`src/hdl/sls_pkg.sv`:
```
`timescale 1ns / 1ps
`default_nettype none
// ----------------------------------------------------------------------------
// sls_pkg: shared types for the sorted list store
// Opcodes, result status codes, word formats, controller states and the
// command/status bundles that join the controller to the datapath.
// ----------------------------------------------------------------------------
package sls_pkg;

  typedef enum logic [1:0] {
    OP_INSERT = 2'd0,
    OP_DELETE = 2'd1,
    OP_SEARCH = 2'd2,
    OP_DUMP   = 2'd3
  } sls_op_t;

  typedef enum logic [2:0] {
    STS_OK    = 3'd0,
    STS_DUP   = 3'd1,
    STS_FULL  = 3'd2,
    STS_MISS  = 3'd3,
    STS_ELEM  = 3'd4,
    STS_EMPTY = 3'd5
  } sls_status_t;

  typedef struct packed {
    logic [1:0]         opcode;
    logic signed [31:0] value;
  } sls_in_t;

  typedef struct packed {
    logic [2:0]         status;
    logic signed [31:0] out_value;
    logic               last;
  } sls_out_t;

  typedef enum logic [2:0] {
    S_IDLE   = 3'd0,
    S_HEAD   = 3'd1,
    S_WALK   = 3'd2,
    S_DECIDE = 3'd3,
    S_LINK   = 3'd4
  } sls_state_t;

  // Controller -> datapath
  typedef struct packed {
    logic        load;        // latch request, restart walk and free-slot scan
    logic        head;        // take sentinel link as current node
    logic        step;        // advance: prev <= cur, cur <= link
    logic        stop;        // capture match flag and link of current node
    logic        wr_node;     // write new node into the free slot
    logic        wr_ins;      // link predecessor to the new slot
    logic        wr_del;      // unlink current node, free its slot
    logic        emit;        // present a result word next cycle
    sls_status_t emit_status;
    logic        emit_elem;   // result carries stored value, not request value
    logic        emit_last;
  } sls_cmd_t;

  // Datapath -> controller
  typedef struct packed {
    sls_op_t opcode;
    logic    link_zero;   // link of the node just read ends the list
    logic    lt;          // node value < request value (signed)
    logic    hit;         // walk stopped on a matching node
    logic    scan_done;
    logic    free_found;
  } sls_sts_t;

endpackage
`default_nettype wire

```
`src/hdl/sls_ram.sv`:
```
`timescale 1ns / 1ps
`default_nettype none
// ----------------------------------------------------------------------------
// sls_ram: generic single-port-write, single-port-read RAM
// One write and one registered read per cycle; contents undefined at reset.
// ----------------------------------------------------------------------------
module sls_ram #(
  parameter  int WIDTH = 32,
  parameter  int DEPTH = 64,
  localparam int AW    = (DEPTH > 1) ? $clog2(DEPTH) : 1
) (
  input  wire logic             clk,
  input  wire logic             wr_en,
  input  wire logic [AW-1:0]    wr_addr,
  input  wire logic [WIDTH-1:0] wr_data,
  input  wire logic [AW-1:0]    rd_addr,
  output logic      [WIDTH-1:0] rd_data_r
);

  logic [WIDTH-1:0] mem [DEPTH];

  always_ff @(posedge clk) begin
    if (wr_en) begin
      mem[wr_addr] <= wr_data;
    end
    rd_data_r <= mem[rd_addr];
  end

endmodule
`default_nettype wire

```
`src/hdl/sls_datapath.sv`:
```
`timescale 1ns / 1ps
`default_nettype none
// ----------------------------------------------------------------------------
// sls_datapath: node store, list walker and free-slot scanner
// Holds value and link RAMs, per-slot used and link-valid bits, the walk
// pointers, a one-slot-per-cycle free scan and the result word register.
// ----------------------------------------------------------------------------
module sls_datapath #(
  parameter int STORE_SLOTS = 64
) (
  input  wire logic              clk,
  input  wire logic              rst_n,
  input  wire sls_pkg::sls_in_t  in_data,
  input  wire sls_pkg::sls_cmd_t cmd,
  output sls_pkg::sls_sts_t      sts,
  output logic                   out_valid,
  output sls_pkg::sls_out_t      out_data
);

  import sls_pkg::*;

  localparam int            W         = $clog2(STORE_SLOTS);
  localparam logic [W-1:0]  LAST_SLOT = W'(STORE_SLOTS - 1);
  localparam logic [W-1:0]  FIRST_SLOT = W'(1);

  sls_op_t            op_r, op_nxt;
  logic signed [31:0] val_r, val_nxt;
  logic [W-1:0]       cur_r, cur_nxt;
  logic [W-1:0]       prev_r, prev_nxt;
  logic [W-1:0]       slot_r, slot_nxt;
  logic [W-1:0]       nlink_r, nlink_nxt;
  logic               hit_r, hit_nxt;
  logic               scan_done_r, scan_done_nxt;
  logic               free_r, free_nxt;
  logic               lv_rd_r, lv_rd_nxt;
  logic [STORE_SLOTS-1:0] slot_used_r, slot_used_nxt;
  logic [STORE_SLOTS-1:0] link_vld_r, link_vld_nxt;
  logic               out_valid_r, out_valid_nxt;
  sls_out_t           out_data_r, out_data_nxt;

  logic signed [31:0] node_val_rd;
  logic [W-1:0]       node_link_rd;
  logic [W-1:0]       link_eff;
  logic [W-1:0]       rd_addr;
  logic               link_we;
  logic [W-1:0]       link_waddr;
  logic [W-1:0]       link_wdata;

  // unwritten link entries read as the reset value: end of list
  assign link_eff = lv_rd_r ? node_link_rd : '0;
  assign rd_addr  = (cmd.head || cmd.step) ? link_eff : '0;

  assign link_we    = cmd.wr_node || cmd.wr_ins || cmd.wr_del;
  assign link_waddr = cmd.wr_node ? slot_r : prev_r;
  assign link_wdata = cmd.wr_node ? cur_r : (cmd.wr_ins ? slot_r : nlink_r);

  sls_ram #(.WIDTH(32), .DEPTH(STORE_SLOTS)) u_val_ram (
    .clk       (clk),
    .wr_en     (cmd.wr_node),
    .wr_addr   (slot_r),
    .wr_data   (val_r),
    .rd_addr   (rd_addr),
    .rd_data_r (node_val_rd)
  );

  sls_ram #(.WIDTH(W), .DEPTH(STORE_SLOTS)) u_link_ram (
    .clk       (clk),
    .wr_en     (link_we),
    .wr_addr   (link_waddr),
    .wr_data   (link_wdata),
    .rd_addr   (rd_addr),
    .rd_data_r (node_link_rd)
  );

  always_comb begin
    op_nxt        = op_r;
    val_nxt       = val_r;
    cur_nxt       = cur_r;
    prev_nxt      = prev_r;
    slot_nxt      = slot_r;
    nlink_nxt     = nlink_r;
    hit_nxt       = hit_r;
    scan_done_nxt = scan_done_r;
    free_nxt      = free_r;
    slot_used_nxt = slot_used_r;
    link_vld_nxt  = link_vld_r;

    if (cmd.load) begin
      op_nxt        = sls_op_t'(in_data.opcode);
      val_nxt       = in_data.value;
      prev_nxt      = '0;
      hit_nxt       = 1'b0;
      slot_nxt      = FIRST_SLOT;
      scan_done_nxt = 1'b0;
      free_nxt      = 1'b0;
    end else if (!scan_done_r) begin
      // one slot per cycle, lowest first
      if (!slot_used_r[slot_r]) begin
        scan_done_nxt = 1'b1;
        free_nxt      = 1'b1;
      end else if (slot_r == LAST_SLOT) begin
        scan_done_nxt = 1'b1;
      end else begin
        slot_nxt = slot_r + FIRST_SLOT;
      end
    end

    if (cmd.head) begin
      cur_nxt = link_eff;
    end
    if (cmd.step) begin
      prev_nxt = cur_r;
      cur_nxt  = link_eff;
    end
    if (cmd.stop) begin
      hit_nxt   = (node_val_rd == val_r);
      nlink_nxt = link_eff;
    end

    if (cmd.wr_node) begin
      slot_used_nxt[slot_r] = 1'b1;
    end
    if (cmd.wr_del) begin
      slot_used_nxt[cur_r] = 1'b0;
    end
    if (link_we) begin
      link_vld_nxt[link_waddr] = 1'b1;
    end
  end

  assign lv_rd_nxt     = link_vld_nxt[rd_addr] & link_vld_r[rd_addr];
  assign out_valid_nxt = cmd.emit;

  always_comb begin
    out_data_nxt.status    = cmd.emit_status;
    out_data_nxt.out_value = cmd.emit_elem ? node_val_rd : val_r;
    out_data_nxt.last      = cmd.emit_last;
  end

  always_ff @(posedge clk) begin
    if (!rst_n) begin
      scan_done_r <= 1'b1;
      free_r      <= 1'b0;
      lv_rd_r     <= 1'b0;
      out_valid_r <= 1'b0;
      slot_used_r <= STORE_SLOTS'(1);
      link_vld_r  <= '0;
    end else begin
      scan_done_r <= scan_done_nxt;
      free_r      <= free_nxt;
      lv_rd_r     <= lv_rd_nxt;
      out_valid_r <= out_valid_nxt;
      slot_used_r <= slot_used_nxt;
      link_vld_r  <= link_vld_nxt;
    end
  end

  always_ff @(posedge clk) begin
    op_r       <= op_nxt;
    val_r      <= val_nxt;
    cur_r      <= cur_nxt;
    prev_r     <= prev_nxt;
    slot_r     <= slot_nxt;
    nlink_r    <= nlink_nxt;
    hit_r      <= hit_nxt;
    out_data_r <= out_data_nxt;
  end

  always_comb begin
    sts.opcode     = op_r;
    sts.link_zero  = (link_eff == '0);
    sts.lt         = (node_val_rd < val_r);
    sts.hit        = hit_r;
    sts.scan_done  = scan_done_r;
    sts.free_found = free_r;
  end

  assign out_valid = out_valid_r;
  assign out_data  = out_data_r;

endmodule
`default_nettype wire

```
`src/hdl/sls_ctrl.sv`:
```
`timescale 1ns / 1ps
`default_nettype none
// ----------------------------------------------------------------------------
// sls_ctrl: sequencer for the sorted list store
// Walks one node per cycle, then decides and commits; a dump emits each node.
// ----------------------------------------------------------------------------
module sls_ctrl (
  input  wire logic              clk,
  input  wire logic              rst_n,
  input  wire logic              start,
  output logic                   busy,
  input  wire sls_pkg::sls_sts_t sts,
  output sls_pkg::sls_cmd_t      cmd
);

  import sls_pkg::*;

  sls_state_t state_r, state_nxt;

  always_ff @(posedge clk) begin
    if (!rst_n) begin
      state_r <= S_IDLE;
    end else begin
      state_r <= state_nxt;
    end
  end

  // next state
  always_comb begin
    state_nxt = state_r;
    case (state_r)
      S_IDLE: begin
        if (start) state_nxt = S_HEAD;
      end
      S_HEAD: begin
        if (sts.link_zero) begin
          state_nxt = (sts.opcode == OP_DUMP) ? S_IDLE : S_DECIDE;
        end else begin
          state_nxt = S_WALK;
        end
      end
      S_WALK: begin
        if (sts.opcode == OP_DUMP) begin
          if (sts.link_zero) state_nxt = S_IDLE;
        end else if (!sts.lt || sts.link_zero) begin
          state_nxt = S_DECIDE;
        end
      end
      S_DECIDE: begin
        if (sts.opcode == OP_INSERT) begin
          if (sts.hit) begin
            state_nxt = S_IDLE;
          end else if (sts.scan_done) begin
            state_nxt = sts.free_found ? S_LINK : S_IDLE;
          end
        end else begin
          state_nxt = S_IDLE;
        end
      end
      S_LINK:  state_nxt = S_IDLE;
      default: state_nxt = S_IDLE;
    endcase
  end

  // outputs
  always_comb begin
    cmd             = '0;
    cmd.emit_status = STS_OK;
    busy            = (state_r != S_IDLE);
    case (state_r)
      S_IDLE: begin
        cmd.load = start;
      end
      S_HEAD: begin
        cmd.head = 1'b1;
        if (sts.opcode == OP_DUMP && sts.link_zero) begin
          cmd.emit        = 1'b1;
          cmd.emit_status = STS_EMPTY;
          cmd.emit_last   = 1'b1;
        end
      end
      S_WALK: begin
        if (sts.opcode == OP_DUMP) begin
          cmd.step        = 1'b1;
          cmd.emit        = 1'b1;
          cmd.emit_status = STS_ELEM;
          cmd.emit_elem   = 1'b1;
          cmd.emit_last   = sts.link_zero;
        end else if (sts.lt) begin
          cmd.step = 1'b1;
        end else begin
          cmd.stop = 1'b1;
        end
      end
      S_DECIDE: begin
        case (sts.opcode)
          OP_INSERT: begin
            if (sts.hit) begin
              cmd.emit        = 1'b1;
              cmd.emit_status = STS_DUP;
              cmd.emit_last   = 1'b1;
            end else if (sts.scan_done && !sts.free_found) begin
              cmd.emit        = 1'b1;
              cmd.emit_status = STS_FULL;
              cmd.emit_last   = 1'b1;
            end else if (sts.scan_done) begin
              cmd.wr_node = 1'b1;
            end
          end
          OP_DELETE: begin
            cmd.wr_del      = sts.hit;
            cmd.emit        = 1'b1;
            cmd.emit_status = sts.hit ? STS_OK : STS_MISS;
            cmd.emit_last   = 1'b1;
          end
          OP_SEARCH: begin
            cmd.emit        = 1'b1;
            cmd.emit_status = sts.hit ? STS_OK : STS_MISS;
            cmd.emit_last   = 1'b1;
          end
          default: begin
            cmd.emit = 1'b0;
          end
        endcase
      end
      S_LINK: begin
        cmd.wr_ins      = 1'b1;
        cmd.emit        = 1'b1;
        cmd.emit_status = STS_OK;
        cmd.emit_last   = 1'b1;
      end
      default: begin
        cmd.load = 1'b0;
      end
    endcase
  end

endmodule
`default_nettype wire

```
`src/hdl/sorted_list_store_unit.sv`:
```
`timescale 1ns / 1ps
`default_nettype none
// ----------------------------------------------------------------------------
// sorted_list_store_unit: sorted set of signed 32-bit values in a linked list
//
// Usage:
//   Input word (opcode, value) is taken at a rising edge with start high and
//   busy low. Opcodes: insert, delete, search, dump. Each result word is on
//   out_data for exactly one cycle with out_valid high; the receiver cannot
//   stall, so there is no back-pressure on the result side. out_data.last
//   marks the final result of an operation.
//   Sequencing: one operation at a time. Accept, head, one walk step per
//   list node visited (the walk stops at the first node not below the
//   value), decide, plus a link step for a successful insert. The walk is
//   set by the value/link RAM read port. An insert also waits for the
//   free-slot scan, one slot per cycle in parallel with the walk. A dump
//   delivers one result per cycle. The next word may be accepted in the
//   cycle the last result is shown.
//   Reset: synchronous, active low; the list is empty right after reset,
//   with no clearing pass (per-slot valid bits stand in for cleared links).
// ----------------------------------------------------------------------------
module sorted_list_store_unit #(
  parameter int STORE_SLOTS = 64
) (
  input  wire logic             clk,
  input  wire logic             rst_n,
  input  wire logic             start,
  output logic                  busy,
  input  wire sls_pkg::sls_in_t in_data,
  output logic                  out_valid,
  output sls_pkg::sls_out_t     out_data
);

  import sls_pkg::*;

  sls_cmd_t cmd;
  sls_sts_t sts;

  // sequencer: walk, decide, commit
  sls_ctrl u_ctrl (
    .clk   (clk),
    .rst_n (rst_n),
    .start (start),
    .busy  (busy),
    .sts   (sts),
    .cmd   (cmd)
  );

  // node store, pointers, free scan and result register
  sls_datapath #(.STORE_SLOTS(STORE_SLOTS)) u_dp (
    .clk       (clk),
    .rst_n     (rst_n),
    .in_data   (in_data),
    .cmd       (cmd),
    .sts       (sts),
    .out_valid (out_valid),
    .out_data  (out_data)
  );

endmodule
`default_nettype wire
```
`config.mk`:
```
export PLATFORM = sky130hd
export DESIGN_NAME = sorted_list_store_unit
export DESIGN_NICKNAME = d
export VERILOG_FILES = /design/src/hdl/sls_pkg.sv /design/src/hdl/sls_ram.sv /design/src/hdl/sls_datapath.sv /design/src/hdl/sls_ctrl.sv /design/src/hdl/sorted_list_store_unit.sv
export SDC_FILE = /design/constraint.sdc
export NUM_CORES = 2
export LEC_CHECK = 0
export BUFFER_PORTS_ARGS = -buffer_cell sky130_fd_sc_hd__buf_2
export CAP_MARGIN = 20
export CORE_MARGIN = 1
export CORE_UTILIZATION = 50
export DETAILED_ROUTE_END_ITERATION = 16
export GPL_ROUTABILITY_DRIVEN = 0
export HOLD_SLACK_MARGIN = 0.15
export PLACE_DENSITY = 0.65
export SLEW_MARGIN = 0
export SYNTH_ARGS = -nofsm -noshare
export SYNTH_HDL_FRONTEND = slang
export SYNTH_HIERARCHICAL = 1
export SYNTH_SLANG_ARGS = --single-unit
```
`constraint.sdc`:
```
create_clock -name clk -period 10.26 [get_ports clk]
set_input_delay 1.026 -clock clk [delete_from_list [all_inputs] [get_ports clk]]
set_output_delay 1.026 -clock clk [all_outputs]
set_load 0.01 [all_outputs]
```
==> results.md <==
- Ys flop type: edfxtp_1
- Avg Inst Size Synth: 20.0 um^2
- Worst-Margin Slew: 1.17 ns
- Clk sinks: 2,700
- Total CTS buffers: 295
- Synth Cell Area: 104,000 um^2
- Placed cells: 7,936
- EDFF count, synth: 2,485
- Distinct cells, synth: 78
- Share of cells above drive strength 1: 0.246
- Max incr delay on CP: 0.79 ns
- Instance area at placement: 109,000 um^2
- First DRT Iteration DRCs: 7,012
- Maximum clock rate: 0.131 GHz
- Critical path cell sequence: buf_4, inv_1, ha_1, nand4_1, nor2_1, and3_1, nand3_1, o21bai_1, a21oi_1, a41o_1, o21a_1, o211ai_1, buf_4, inv_8, buf_12, buf_4, mux4_2, mux4_2, o22ai_1, nor2_1
- Post_cts resized: 0
- Most frequent CP cell: buf_4
- Total track usage: 0.257
- Power, Total: 22,700 uW
- Top cell type's share of synthesized area: 0.716
- RSZ-0062 raised after global routing: no
- Final std cells w/o fill: 8,462
- Largest net degree at the start of global routing: 109
- HP Class: input pin to flip-flop
- Hold endpoint: u_dp/val_r[28]
- Final period util: 0.742
- Die area: 210,000 um^2
- Max-Cap Viols: 0
- WL per Instance: 32.0 um
- Min-delay src: in_data[28]
- Synth Net Count: 5,271
- Count leader, synth: edfxtp_1
- Clock latency on the worst-skew pair: 0.93 ns
- Synth async-reset ratio: 0
- TritonRoute pass-1 iters: 5
- CTS H-tree lvls: 5
- Port Buffers: 74
- Worst vdd ir: 0.184 mV
- Setup Buffers After CTS: 0
- Hold Fails Final Rpt: 0
- Initial antenna violation count: 13
- Clock root cell: clkbuf_16
- Internal reg-to-reg setup slack: 2.64 ns
- CP Class: flip-flop to flip-flop
- Cell-internal power: 18,200 uW
- Kind of start point of the critical path: flip-flop
- Req. time, crit path: 11.01 ns
- Area grow syn2layout: 13.0%
- Die Height: 459 um
- Ys Warns: 6
- Crit. End Element: flip-flop
- Max Slew Vio Count: 0
- Core area: 207,000 um^2
- Power density cells: 193 nW/um^2
- Comb pwr share: 0.019
- Largest area contributor in the netlist: edfxtp_1
- Worst clock skew: 0.0872 ns
- Psw: 4530 uW
- Part of the power in registers: 0.534
- Final Instance Area: 118,000 um^2
- Overall routed net length: 271,000 um
- Slowest-stage cell, CP: o22ai_1
- GR Overflow Total: 0
- CTS Buffer Depth: 4
- Switch share: 0.199
- Final setup vio count: 0
- Worst r2r src: u_dp/val_r[27]
- Detailed-placement wirelength estimate: 149,000 um
- CTS tree: yes
- Chip width: 459 um
- Num rows: 167
- Status: finished, final reports clean
- Starting Density: 0.503
- Util after Layout: 0.569
- Seq cells post-synth: 2,700
- Leakage Power: 0.0359 uW
- First-pass GRT wire length: 386,000 um
- Fin crit period: 7.62 ns
- ANT nets after route: 0
- Critical Path AT: 8.37 ns
- Setup TNS: 0 ns
- Most instantiated cells after synthesis: edfxtp_1, mux4_2, nor2_1
- Post-CTS Hold Buffers: 0
- Number of nets in the layout: 5,522
- Hold depth: 1
- Largest cells by area after synthesis: edfxtp_1, mux4_2, dfxtp_1, mux2i_1, nor2_1
- Cells after Synth: 5,198
- Sequential area share after synthesis: 0.757
- Worst Path Max Fanout: 70
- Via-per-instance ratio: 6.34
- Worst reg2reg path endpoint: u_dp/u_val_ram/rd_data_r[26]
- Vias in the first global route: 53,200
- Drt drc: 0
- Boundary Pins: 75
- Clock transition at the registers of the reported paths: 0.06 ns
- Slew margin rel.: 0.208
- Reg2Reg Depth: 20
- Clock power frac: 0.447
- Vias post-DR: 53,700
[per-layer routing]
| metal | track usage | vias to the layer above | routed length, um |
|---|---|---|---|
| met5 | 0 | - | 13 |
| met4 | 0.0842 | 2 | 8900 |
| met3 | 0.0484 | 504 | 24900 |
| met2 | 0.408 | 2752 | 130000 |
| met1 | 0.362 | 28500 | 107000 |
| li1 | - | 21900 | - |
[cells in the final DEF (no fill, tap or decap), types with 12 or more instances in the layout]
master	instances
nor2b_1	30
nor2_4	62
nand2_1	112
edfxtp_1	2485
clkinv_2	34
bufinv_16	17
clkinv_1	29
a21oi_1	205
o221ai_1	39
mux4_2	640
o21ai_1	13
buf_2	76
mux2i_1	143
buf_4	145
dfxtp_1	214
nand3b_1	13
and3_1	12
a31oi_1	17
nor3_1	29
a211oi_1	15
nand4_1	12
mux2_2	14
diode_2	13
o22ai_1	98
clkbuf_16	307
nand2b_1	22
inv_1	49
clkbuf_8	17
nand3_1	27
a22oi_1	21
nor2_1	316
o21ai_0	105
clkbuf_1	88
ha_1	36
and2_1	19
[through the flow]
step | worst slack (ns) | hold WS (ns)
after floorplan | 5.14 | 0.428
after global placement | 2.69 | 0.438
after detailed placement | 2.69 | 0.449
after CTS | 2.63 | 0.217
after global routing | 2.18 | 0.235
final | 2.64 | 0.274
[critical path: cells and delay by family (launching register included)]
family / cells / cell delay [ns]
compound gates: 6 / 1.85
fa+ha+maj: 1 / 0.32
buf+inv: 6 / 2.45
flops: 1 / 0.33
mux: 2 / 1.06
simple gates: 5 / 1.06
[worst max path at each step]
stage,startpoint,endpoint,slack (ns),cells after the start
finish,u_dp/val_r[27],u_dp/u_val_ram/rd_data_r[26],2.64,20
global route,u_dp/val_r[27],u_dp/u_val_ram/rd_data_r[26],2.18,20
CTS,u_dp/val_r[15],u_dp/u_val_ram/rd_data_r[26],2.63,18
detailed placement,u_dp/val_r[15],u_dp/u_val_ram/rd_data_r[26],2.69,18
global placement,u_dp/val_r[15],u_dp/u_val_ram/rd_data_r[26],2.69,18
floorplan,u_dp/val_r[1],u_dp/u_val_ram/rd_data_r[13],5.14,21
[power by group through the flow]
stage               Combinational (uW)  Clock (uW)  Sequential (uW)
finish                             432       10200            12100
global route                       460       10700            12100
CTS                                427       10300            12100
detailed placement                 427           0            12400
global placement                   409           0            12400
floorplan                          128           0            12400
[registers in the layout, indices dropped and copies added, names as in the netlist]
name and cells:
u_dp/val_r 32, u_dp/lv_rd_r 1, u_dp/op_r 2, u_dp/hit_r 1, u_dp/u_link_ram/rd_data_r 6, u_dp/slot_used_r 64
u_dp/link_vld_r 64, u_dp/scan_done_r 1, u_dp/u_val_ram/rd_data_r 32, u_ctrl/state_r 3, u_dp/free_r 1, u_dp/out_data 36
u_dp/u_link_ram/mem 384, u_dp/prev_r 6, u_dp/slot_r 6, u_dp/out_valid 1, u_dp/cur_r 6, u_dp/nlink_r 6
u_dp/u_val_ram/mem 2048
[final cells by class]
cell class              instances  area (um^2)
clock inverters                95          925
multi-input cells            2156        24200
inverters                      62          260
diodes                         13         32.5
clock buffers                 414         8260
fillers                     15200        89300
repair buffers                234         1700
well taps                    2788         3490
flip-flops and latches       2700        78900
[cells by family (layout without fill, tap and decap cells)]
logic type                 after synthesis  count (layout)  synth area share
DFF                                   2700            2700             0.757
muxes                                  808             808             0.156
and+or+nand+nor                        712             712            0.0310
AOI/OAI and AO/OA                      598             598            0.0356
buffers and inverters                  342             805            0.0159
adders and majority gates               36              36           0.00432
xor gates and xnor gates                 2               2          0.000168
other                                    0              13                 0
Note: power is estimated with default switching activity, not from simulation.
